## src/hdl/bamm_pkg.sv

```systemverilog
// ----------------------------------------------------------------------------
// bamm_pkg: shared types and constants for the burst average/min/max sampler
// Holds the payload structs, the phase encoding, the configuration indexes
// and the widths that follow from the averaging window.
// ----------------------------------------------------------------------------
package bamm_pkg;

	// Averaging window (ring depth), legal range 1 to 64
	localparam int AVG_LEN = 8;

	localparam int SAMPLE_W = 12;
	localparam int LEVEL_W  = 13;
	localparam int SEC_W    = 6;
	localparam int PERIOD_W = 6;
	localparam int LENGTH_W = 10;
	localparam int CNT_W    = LENGTH_W;
	localparam int IDX_W    = (AVG_LEN > 1) ? $clog2(AVG_LEN) : 1;
	localparam int SUM_W    = SAMPLE_W + $clog2(AVG_LEN);
	localparam int CFG_IDX_W = 1;

	localparam logic [SEC_W:0]     SEC_PER_MIN = 7'd60;
	localparam logic [LEVEL_W-1:0] MIN_NONE    = 13'd4096;

	localparam logic [PERIOD_W-1:0] PERIOD_RESET = 6'd10;
	localparam logic [LENGTH_W-1:0] LENGTH_RESET = 10'd64;

	// Request codes
	localparam logic REQ_TIME   = 1'b0;
	localparam logic REQ_SAMPLE = 1'b1;

	// Configuration register indexes
	localparam logic [CFG_IDX_W-1:0] CFG_GAP_SECS     = 1'd0;
	localparam logic [CFG_IDX_W-1:0] CFG_BURST_LENGTH = 1'd1;

	typedef enum logic [1:0] {
		PH_IDLE    = 2'd0,
		PH_PRELOAD = 2'd1,
		PH_MEASURE = 2'd2
	} phase_t;

	typedef struct packed {
		logic                req_type;
		logic [SEC_W-1:0]    now_second;
		logic [SAMPLE_W-1:0] sample;
	} in_item_t;

	typedef struct packed {
		logic [SAMPLE_W-1:0] max_level;
		logic [LEVEL_W-1:0]  min_level;
		logic                burst_active;
		logic                burst_done;
	} out_item_t;

	typedef struct packed {
		logic [PERIOD_W-1:0] gap_secs;
		logic [LENGTH_W-1:0] burst_length;
	} cfg_t;

endpackage

```

## src/hdl/burst_average_min_max.sv

```systemverilog
// ----------------------------------------------------------------------------
// burst_average_min_max: periodic burst sampler with boxcar average and peaks
// Starts a burst on a due time check, preloads the averaging ring, then
// reports the running max and min of the truncated average per sample.
// ----------------------------------------------------------------------------
//
//  Channel   Signals                                   Direction
//  --------  ----------------------------------------  ---------
//  input     in_valid, in_ready, in_data (in_item_t)   sink
//  result    out_valid, out_ready, out_data (out_item_t) source
//  config    cfg_valid, cfg_ready, cfg_index, cfg_data sink
//
//  Throughput is one transaction per cycle unless the result stalls; an
//  item passes the input register, state update, then result register.
//  Reset clears the burst state, the ring, and loads the register defaults.
//  A stalled result holds the result register and the input register; input
//  is still taken while the input register is empty.
//  Configuration writes are always taken and are registered in cfg_q.
//
module burst_average_min_max import bamm_pkg::*; (
	input  logic                 clk,
	input  logic                 arst_n,
	input  logic                 in_valid,
	output logic                 in_ready,
	input  in_item_t             in_data,
	output logic                 out_valid,
	input  logic                 out_ready,
	output out_item_t            out_data,
	input  logic                 cfg_valid,
	output logic                 cfg_ready,
	input  logic [CFG_IDX_W-1:0] cfg_index,
	input  logic [LENGTH_W-1:0]  cfg_data
);

	cfg_t      cfg_q;
	logic      valid_s1;
	in_item_t  item_s1;
	logic      out_valid_q;
	out_item_t out_data_q;
	out_item_t result;
	logic      advance;
	logic      step;

	// Advance when the result register is empty or drains this cycle
	assign advance  = !out_valid_q || out_ready;
	// Take input when the input register is empty or moves forward
	assign in_ready = !valid_s1 || advance;
	// Commit the item's state update as it enters the result register
	assign step     = valid_s1 && advance;

	assign cfg_ready = 1'b1;

	// Hold configuration registers; decode the index by name
	always_ff @(posedge clk or negedge arst_n) begin
		if (!arst_n) begin
			cfg_q.gap_secs     <= PERIOD_RESET;
			cfg_q.burst_length <= LENGTH_RESET;
		end else if (cfg_valid) begin
			case (cfg_index)
				CFG_GAP_SECS: cfg_q.gap_secs <= cfg_data[PERIOD_W-1:0];
				CFG_BURST_LENGTH: cfg_q.burst_length <= cfg_data;
				default: begin
				end
			endcase
		end
	end

	// Input register
	always_ff @(posedge clk or negedge arst_n) begin
		if (!arst_n) begin
			valid_s1 <= 1'b0;
		end else if (in_ready) begin
			valid_s1 <= in_valid;
		end
	end

	always_ff @(posedge clk) begin
		if (in_valid && in_ready) begin
			item_s1 <= in_data;
		end
	end

	bamm_core u_core (
		.clk    (clk),
		.arst_n (arst_n),
		.step   (step),
		.item   (item_s1),
		.cfg    (cfg_q),
		.result (result)
	);

	// Result register
	always_ff @(posedge clk or negedge arst_n) begin
		if (!arst_n) begin
			out_valid_q <= 1'b0;
		end else if (advance) begin
			out_valid_q <= valid_s1;
		end
	end

	always_ff @(posedge clk) begin
		if (step) begin
			out_data_q <= result;
		end
	end

	assign out_valid = out_valid_q;
	assign out_data  = out_data_q;

	// Checks

	// An item leaving the input register always shows up as a result
	a_step_loads: assert property (@(posedge clk) disable iff (!arst_n)
		step |=> out_valid)
		else $error("committed item did not reach the result register");

	// An accepted transaction occupies the input register next cycle
	a_in_loads: assert property (@(posedge clk) disable iff (!arst_n)
		in_valid && in_ready |=> valid_s1)
		else $error("accepted transaction lost before the input register");

	// The completing item already reports the burst as over
	a_done_idle: assert property (@(posedge clk) disable iff (!arst_n)
		out_valid |-> !(out_data.burst_done && out_data.burst_active))
		else $error("burst_done reported with burst still active");

	// Once any average is recorded the minimum cannot exceed the maximum
	a_min_le_max: assert property (@(posedge clk) disable iff (!arst_n)
		out_valid && (out_data.min_level != MIN_NONE)
		|-> out_data.min_level <= {1'b0, out_data.max_level})
		else $error("min_level above max_level");

endmodule

```

## src/hdl/bamm_core.sv

```systemverilog
// ----------------------------------------------------------------------------
// bamm_core: burst state, sample ring and peak tracking
// Forms the result of one item from the current state in one pass and
// commits the new state when the item moves to the result register.
// ----------------------------------------------------------------------------
module bamm_core import bamm_pkg::*; (
	input  logic      clk,
	input  logic      arst_n,
	input  logic      step,
	input  in_item_t  item,
	input  cfg_t      cfg,
	output out_item_t result
);

	phase_t              phase_q, phase_d;
	logic [SAMPLE_W-1:0] ring_q [AVG_LEN];
	logic [IDX_W-1:0]    idx_q, idx_d;
	logic [SUM_W-1:0]    sum_q, sum_d;
	logic [CNT_W-1:0]    count_q, count_d;
	logic [SAMPLE_W-1:0] high_q, high_d;
	logic [LEVEL_W-1:0]  low_q, low_d;
	logic [SEC_W-1:0]    last_q, last_d;

	logic [SAMPLE_W-1:0] oldest;
	logic [IDX_W-1:0]    idx_inc;
	logic [CNT_W-1:0]    count_inc;
	logic [SUM_W-1:0]    sum_meas;
	logic [SAMPLE_W-1:0] avg;
	logic [SEC_W:0]      limit;
	logic                due;
	logic                is_sample;
	logic                preload_last;
	logic                measure_last;
	logic                ring_we;
	logic                done;

	assign is_sample = (item.req_type == REQ_SAMPLE);
	assign oldest    = ring_q[idx_q];
	assign idx_inc   = (idx_q == IDX_W'(AVG_LEN - 1)) ? '0 : idx_q + IDX_W'(1);
	assign count_inc = count_q + CNT_W'(1);
	assign sum_meas  = sum_q - SUM_W'(oldest) + SUM_W'(item.sample);
	assign avg       = SAMPLE_W'(sum_meas / SUM_W'(AVG_LEN));

	// Wrap past the minute: compare now+60 against last+period
	assign limit = {1'b0, last_q} + {1'b0, cfg.gap_secs};
	always_comb begin
		if (item.now_second < last_q) begin
			due = ({1'b0, item.now_second} + SEC_PER_MIN) > limit;
		end else begin
			due = {1'b0, item.now_second} > limit;
		end
	end

	assign preload_last = count_inc >= CNT_W'(AVG_LEN);
	assign measure_last = count_inc >= cfg.burst_length;

	// Next phase
	always_comb begin
		phase_d = phase_q;
		case (phase_q)
			PH_IDLE: begin
				if (!is_sample && due) begin
					phase_d = PH_PRELOAD;
				end
			end
			PH_PRELOAD: begin
				if (is_sample && preload_last) begin
					phase_d = (cfg.burst_length == '0) ? PH_IDLE : PH_MEASURE;
				end
			end
			PH_MEASURE: begin
				if (is_sample && measure_last) begin
					phase_d = PH_IDLE;
				end
			end
			default: begin
				phase_d = PH_IDLE;
			end
		endcase
	end

	// Datapath and result
	always_comb begin
		idx_d   = idx_q;
		sum_d   = sum_q;
		count_d = count_q;
		high_d  = high_q;
		low_d   = low_q;
		last_d  = last_q;
		ring_we = 1'b0;
		done    = 1'b0;
		case (phase_q)
			PH_IDLE: begin
				if (!is_sample && due) begin
					high_d  = '0;
					low_d   = MIN_NONE;
					idx_d   = '0;
					sum_d   = '0;
					count_d = '0;
					last_d  = item.now_second;
				end
			end
			PH_PRELOAD: begin
				if (is_sample) begin
					ring_we = 1'b1;
					sum_d   = sum_q + SUM_W'(item.sample);
					if (preload_last) begin
						idx_d   = '0;
						count_d = '0;
						done    = (cfg.burst_length == '0);
					end else begin
						idx_d   = idx_inc;
						count_d = count_inc;
					end
				end
			end
			PH_MEASURE: begin
				if (is_sample) begin
					ring_we = 1'b1;
					sum_d   = sum_meas;
					idx_d   = idx_inc;
					count_d = count_inc;
					if (avg > high_q) begin
						high_d = avg;
					end
					if ({1'b0, avg} < low_q) begin
						low_d = {1'b0, avg};
					end
					done = measure_last;
				end
			end
			default: begin
			end
		endcase
		result.max_level    = high_d;
		result.min_level    = low_d;
		result.burst_active = (phase_d != PH_IDLE);
		result.burst_done   = done;
	end

	always_ff @(posedge clk or negedge arst_n) begin
		if (!arst_n) begin
			phase_q <= PH_IDLE;
			idx_q   <= '0;
			sum_q   <= '0;
			count_q <= '0;
			high_q  <= '0;
			low_q   <= MIN_NONE;
			last_q  <= '0;
		end else if (step) begin
			phase_q <= phase_d;
			idx_q   <= idx_d;
			sum_q   <= sum_d;
			count_q <= count_d;
			high_q  <= high_d;
			low_q   <= low_d;
			last_q  <= last_d;
		end
	end

	always_ff @(posedge clk or negedge arst_n) begin
		if (!arst_n) begin
			for (int i = 0; i < AVG_LEN; i++) begin
				ring_q[i] <= '0;
			end
		end else if (step && ring_we) begin
			ring_q[idx_q] <= item.sample;
		end
	end

endmodule
```

## config.mk

```make
export PLATFORM = sky130hd
export DESIGN_NAME = burst_average_min_max
export DESIGN_NICKNAME = d
export VERILOG_FILES = /design/src/hdl/bamm_pkg.sv /design/src/hdl/burst_average_min_max.sv /design/src/hdl/bamm_core.sv
export SDC_FILE = /design/constraint.sdc
export NUM_CORES = 1
export LEC_CHECK = 0
export ABC_AREA = 1
export CAP_MARGIN = 5
export CORE_MARGIN = 8
export CORE_UTILIZATION = 55
export CTS_CLUSTER_DIAMETER = 100
export DETAILED_ROUTE_END_ITERATION = 12
export DONT_BUFFER_PORTS = 1
export PLACE_DENSITY = 0.73
export SYNTH_ARGS = -nofsm -noshare
export SYNTH_HDL_FRONTEND = slang
export SYNTH_HIERARCHICAL = 1
export SYNTH_SLANG_ARGS = --single-unit
```

## constraint.sdc

```tcl
create_clock -name clk -period 4 [get_ports clk]
set_clock_uncertainty 0.1 [all_clocks]
set_input_delay 0.6 -clock clk [delete_from_list [all_inputs] [get_ports clk]]
set_output_delay 0.6 -clock clk [all_outputs]
set_load 0.01 [all_outputs]
```

==> flow_metrics.tcl <==
set metrics [dict create \
    clock_sinks 221 \
    min-delay-path-class "input pin to async pin" \
    comb_power_share_pct 66.8 \
    layout.nets 1991 \
    routed_wl_mm 38.7 \
    async_flop_share_pct 79.2 \
    synth.net_count 1849 \
    drt_first_pass_iters 5 \
    tritoncts.num_buffers 27 \
    switchingPower_w 0.00745 \
    avgRoutedWirePerCell_um 17.6 \
    ctsHtreeMaxLevel 1 \
    critical_path_peak_fanout 6 \
    grt_use_met2_pct 41.1 \
    grt_antenna_before_repair 2 \
    drt.antenna.violating_nets 0 \
    achievable-frequency_mhz 209 \
    globalRouteMet3Util_pct 4.77 \
    reg2reg_setup_slack_ns -0.77 \
    reg2regPathDepth 29 \
    critPathMostFrequentCell "sky130_fd_sc_hd__nand2_1" \
    crit_path_end "out_data[23]" \
    first_global_vias 12120 \
    status "finished, violations left" \
    die_height_um 173 \
    die_area_um2 29800 \
    synth-edff-count 46 \
    area_delta_synth_final_pct 25.0 \
    finalWorstSetupSlack_ns -0.774 \
    drive_gt1_share_pct 23.7 \
    finalCriticalPeriod_ns 4.77 \
    fp.coreArea_um2 24200 \
    cts.root.buffer_cell "sky130_fd_sc_hd__clkbuf_16" \
    hold-worst-slack_ns -0.338 \
    failing_checks "hold timing, setup timing" \
    finalCoreUtilization_pct 69.7 \
    cap_viol_max_count 0 \
    setup-violations-final 51 \
    vias_per_cell 5.61 \
    cellInternalPower_w 0.00900 \
    count_of_cell_types_in_the_netlist 47 \
    tightest_slew_ns 0.979 \
    clk_pin_slew_worst_paths_ns 0.06 \
    final_routed_drc_violation_total 0 \
    boundaryPins 65 \
    numPortBuffers 0 \
    unrepaired_setup_endpoints_after_global_routing "true" \
    power_frac_seq_pct 18.3 \
    timing.final.crit_share_pct 119 \
    postSynthRegisterBits 221 \
    final_max_slew_viol_count 0 \
    mappedNetlistArea_um2 13500 \
    grt_pass1_wl_mm 61.3 \
    worstReg2RegStart "u_core/idx_q[1]" \
    grt.busiest_layer "met2" \
    vias 12309 \
    r2r-end "out_data[23]" \
    slowest_delay_ns 0.49 \
    final_cells 2195 \
    placementRows 57 \
    detailed_place_hpwl_mm 26.4 \
    setup.worst_path.class "flop to flop" \
    gr-usage-met1_pct 31.4 \
    initialDrtViolationCount 1143 \
    synth-warning-count 6 \
    vdd_ir_drop_max_mv 0.687 \
    power.density_nw_per_um2 976 \
    postSynth.topFlopCell "sky130_fd_sc_hd__dfrtp_1" \
    critical_path_origin "u_core/idx_q[1]" \
    startpoint_class "flop" \
    required_ns 4.18 \
    grt_util_all_layers_pct 24.7 \
    critical-path-slowest-cell "sky130_fd_sc_hd__fa_1" \
    power_leakage_nw 8.13 \
    grt_overflow_total 0 \
    switching_share_pct 45.3 \
    antennaDiodeCount 0 \
    maximum_number_of_pins_on_one_net_before_global_route_repair 176 \
    finalInstanceArea_um2 16900 \
    synth-seq-area-share_pct 42.8 \
    report.power.total_w 0.0164 \
    initial_core_util_pct 55.8 \
    final_hold_viol_count 175 \
    share_clk_of_total_power_pct 14.9 \
    dpl_cell_area_um2 14900 \
    worst_slew_margin_rel_pct 34.7 \
    globalplace.congestion 0.915 \
    synthCells 1708 \
    clk_latency_worst_skew_pair_ns 0.54 \
    critical_path.endpoint_type "flop" \
    placement.setup.worst_slack_ns -0.747 \
    arrival_ns 4.95 \
    numPlacedInstances 2104 \
    cts_tree "yes" \
    syn-mean-instance-area_um2 7.89 \
    cts.path.max_buffers 3 \
    chipWidth_um 173 \
]
synthesized netlist by cell type (all sizes together), types with 6 or more instances:
cell type	n	share of area [%]
nand4	21	0.97
nand3	152	5.8
xor2	8	0.52
a21o	6	0.33
buf	31	1.5
a21oi	64	2.4
clkbuf	26	0.72
fa	14	2.1
nor2	75	2.3
a221oi	13	0.84
nand2	567	17
o21ai	140	5.3
edfxtp	46	10
o2bb2ai	7	0.45
inv	215	6.0
dfrtp	171	32
nor3	12	0.45
a22oi	12	0.67
ha	92	8.5
registers in the layout, indices dropped and copies added, names as in the netlist:
register        count
u_core/phase_q      2
out_valid           1
u_core/ring_q      96
u_core/idx_q        3
u_core/high_q      12
u_core/sum_q       15
out_data           27
valid_s1            1
u_core/low_q       13
u_core/last_q       6
item_s1            19
cfg_q              16
u_core/count_q     10
logic make-up (layout without fill, tap and decap cells):
family / count (synthesis) / after routing / synth area share, %
AOI/OAI and AO/OA: 262 / 262 / 11.2
adders and majority gates: 106 / 106 / 10.6
xor gates and xnor gates: 12 / 12 / 0.780
and+or+nand+nor: 831 / 831 / 26.3
DFF: 221 / 221 / 42.8
other: 1 / 1 / 0.0278
buffers and inverters: 275 / 438 / 8.34
worst min-delay path by stage:
stage | slack [ns] | endpoint | depth (start not counted)
after CTS | -0.36 | u_core/ring_q[48] | 0
final | -0.34 | u_core/ring_q[48] | 0
after floorplan | 0.20 | cfg_q[0] | 0
after global routing | -0.37 | u_core/ring_q[48] | 0
after detailed placement | 0.21 | u_core/ring_q[60] | 0
after global placement | 0.21 | u_core/ring_q[60] | 0
area by class of cell:
type                       instances  area, µm²
tap                              324        405
multi-input combinational       1212       7510
clock inverter                    17        164
inverter                         218        845
fill                            1823       7320
timing repair buffer             170       1430
sequential                       221       5770
clock buffer                      33        738
metal layers:
metal,part of all wire [%],up-vias
met1,42,5833
li1,-,5871
met3,6.9,127
met2,47,474
met5,0.059,-
met4,4.4,4
cells in the final DEF (no fill, tap or decap), types with 18 or more instances in the layout:
cell type,instances
sky130_fd_sc_hd__ha_4,24
sky130_fd_sc_hd__buf_6,18
sky130_fd_sc_hd__nand3_1,124
sky130_fd_sc_hd__dfrtp_1,168
sky130_fd_sc_hd__nand4_1,21
sky130_fd_sc_hd__inv_2,23
sky130_fd_sc_hd__inv_1,184
sky130_fd_sc_hd__nand2_1,486
sky130_fd_sc_hd__a21oi_1,55
sky130_fd_sc_hd__nor2_1,59
sky130_fd_sc_hd__o21ai_1,27
sky130_fd_sc_hd__nand2_2,65
sky130_fd_sc_hd__nand3_2,23
sky130_fd_sc_hd__ha_1,68
sky130_fd_sc_hd__clkbuf_16,27
sky130_fd_sc_hd__edfxtp_1,46
sky130_fd_sc_hd__buf_4,146
sky130_fd_sc_hd__o21ai_0,107
through the flow:
| stage | TNS [ns] | hold slack (ns) |
|---|---|---|
| 6_report | -35.67 | -0.338 |
| 5_1_grt | -48.00 | -0.368 |
| 4_1_cts | -26.60 | -0.361 |
| 3_5_place_dp | -35.57 | 0.214 |
| 3_3_place_gp | -33.73 | 0.214 |
| 2_1_floorplan | -4.10 | 0.204 |
power by group through the flow:
| stage | logic, W | clock network, W | registers (W) |
|---|---|---|---|
| 3_3_place_gp | 0.00837 | 0 | 0.00303 |
| 5_1_grt | 0.0120 | 0.00258 | 0.00306 |
| 4_1_cts | 0.00982 | 0.00248 | 0.00301 |
| 6_report | 0.0110 | 0.00244 | 0.00301 |
| 2_1_floorplan | 0.00545 | 0 | 0.00295 |
| 3_5_place_dp | 0.00855 | 0 | 0.00304 |
critical path, delay by kind of cell, from the launching register on:
kind	cells	cell delay, ns
AND/OR/NAND/NOR	16	1.45
adder cells (fa/ha/maj)	3	1.10
buffers and inverters	7	0.84
AO/OA/AOI/OAI	3	0.54
flip-flops	1	0.48
timing repair:
action,in CTS,in global routing
gates resized for setup,104,56
pin swaps,82,53
endpoints found under the hold margin,175,175
setup buffers,23,19
setup endpoints to repair,50,53
cloned,1,0
Note: power is estimated with default switching activity, not from simulation.
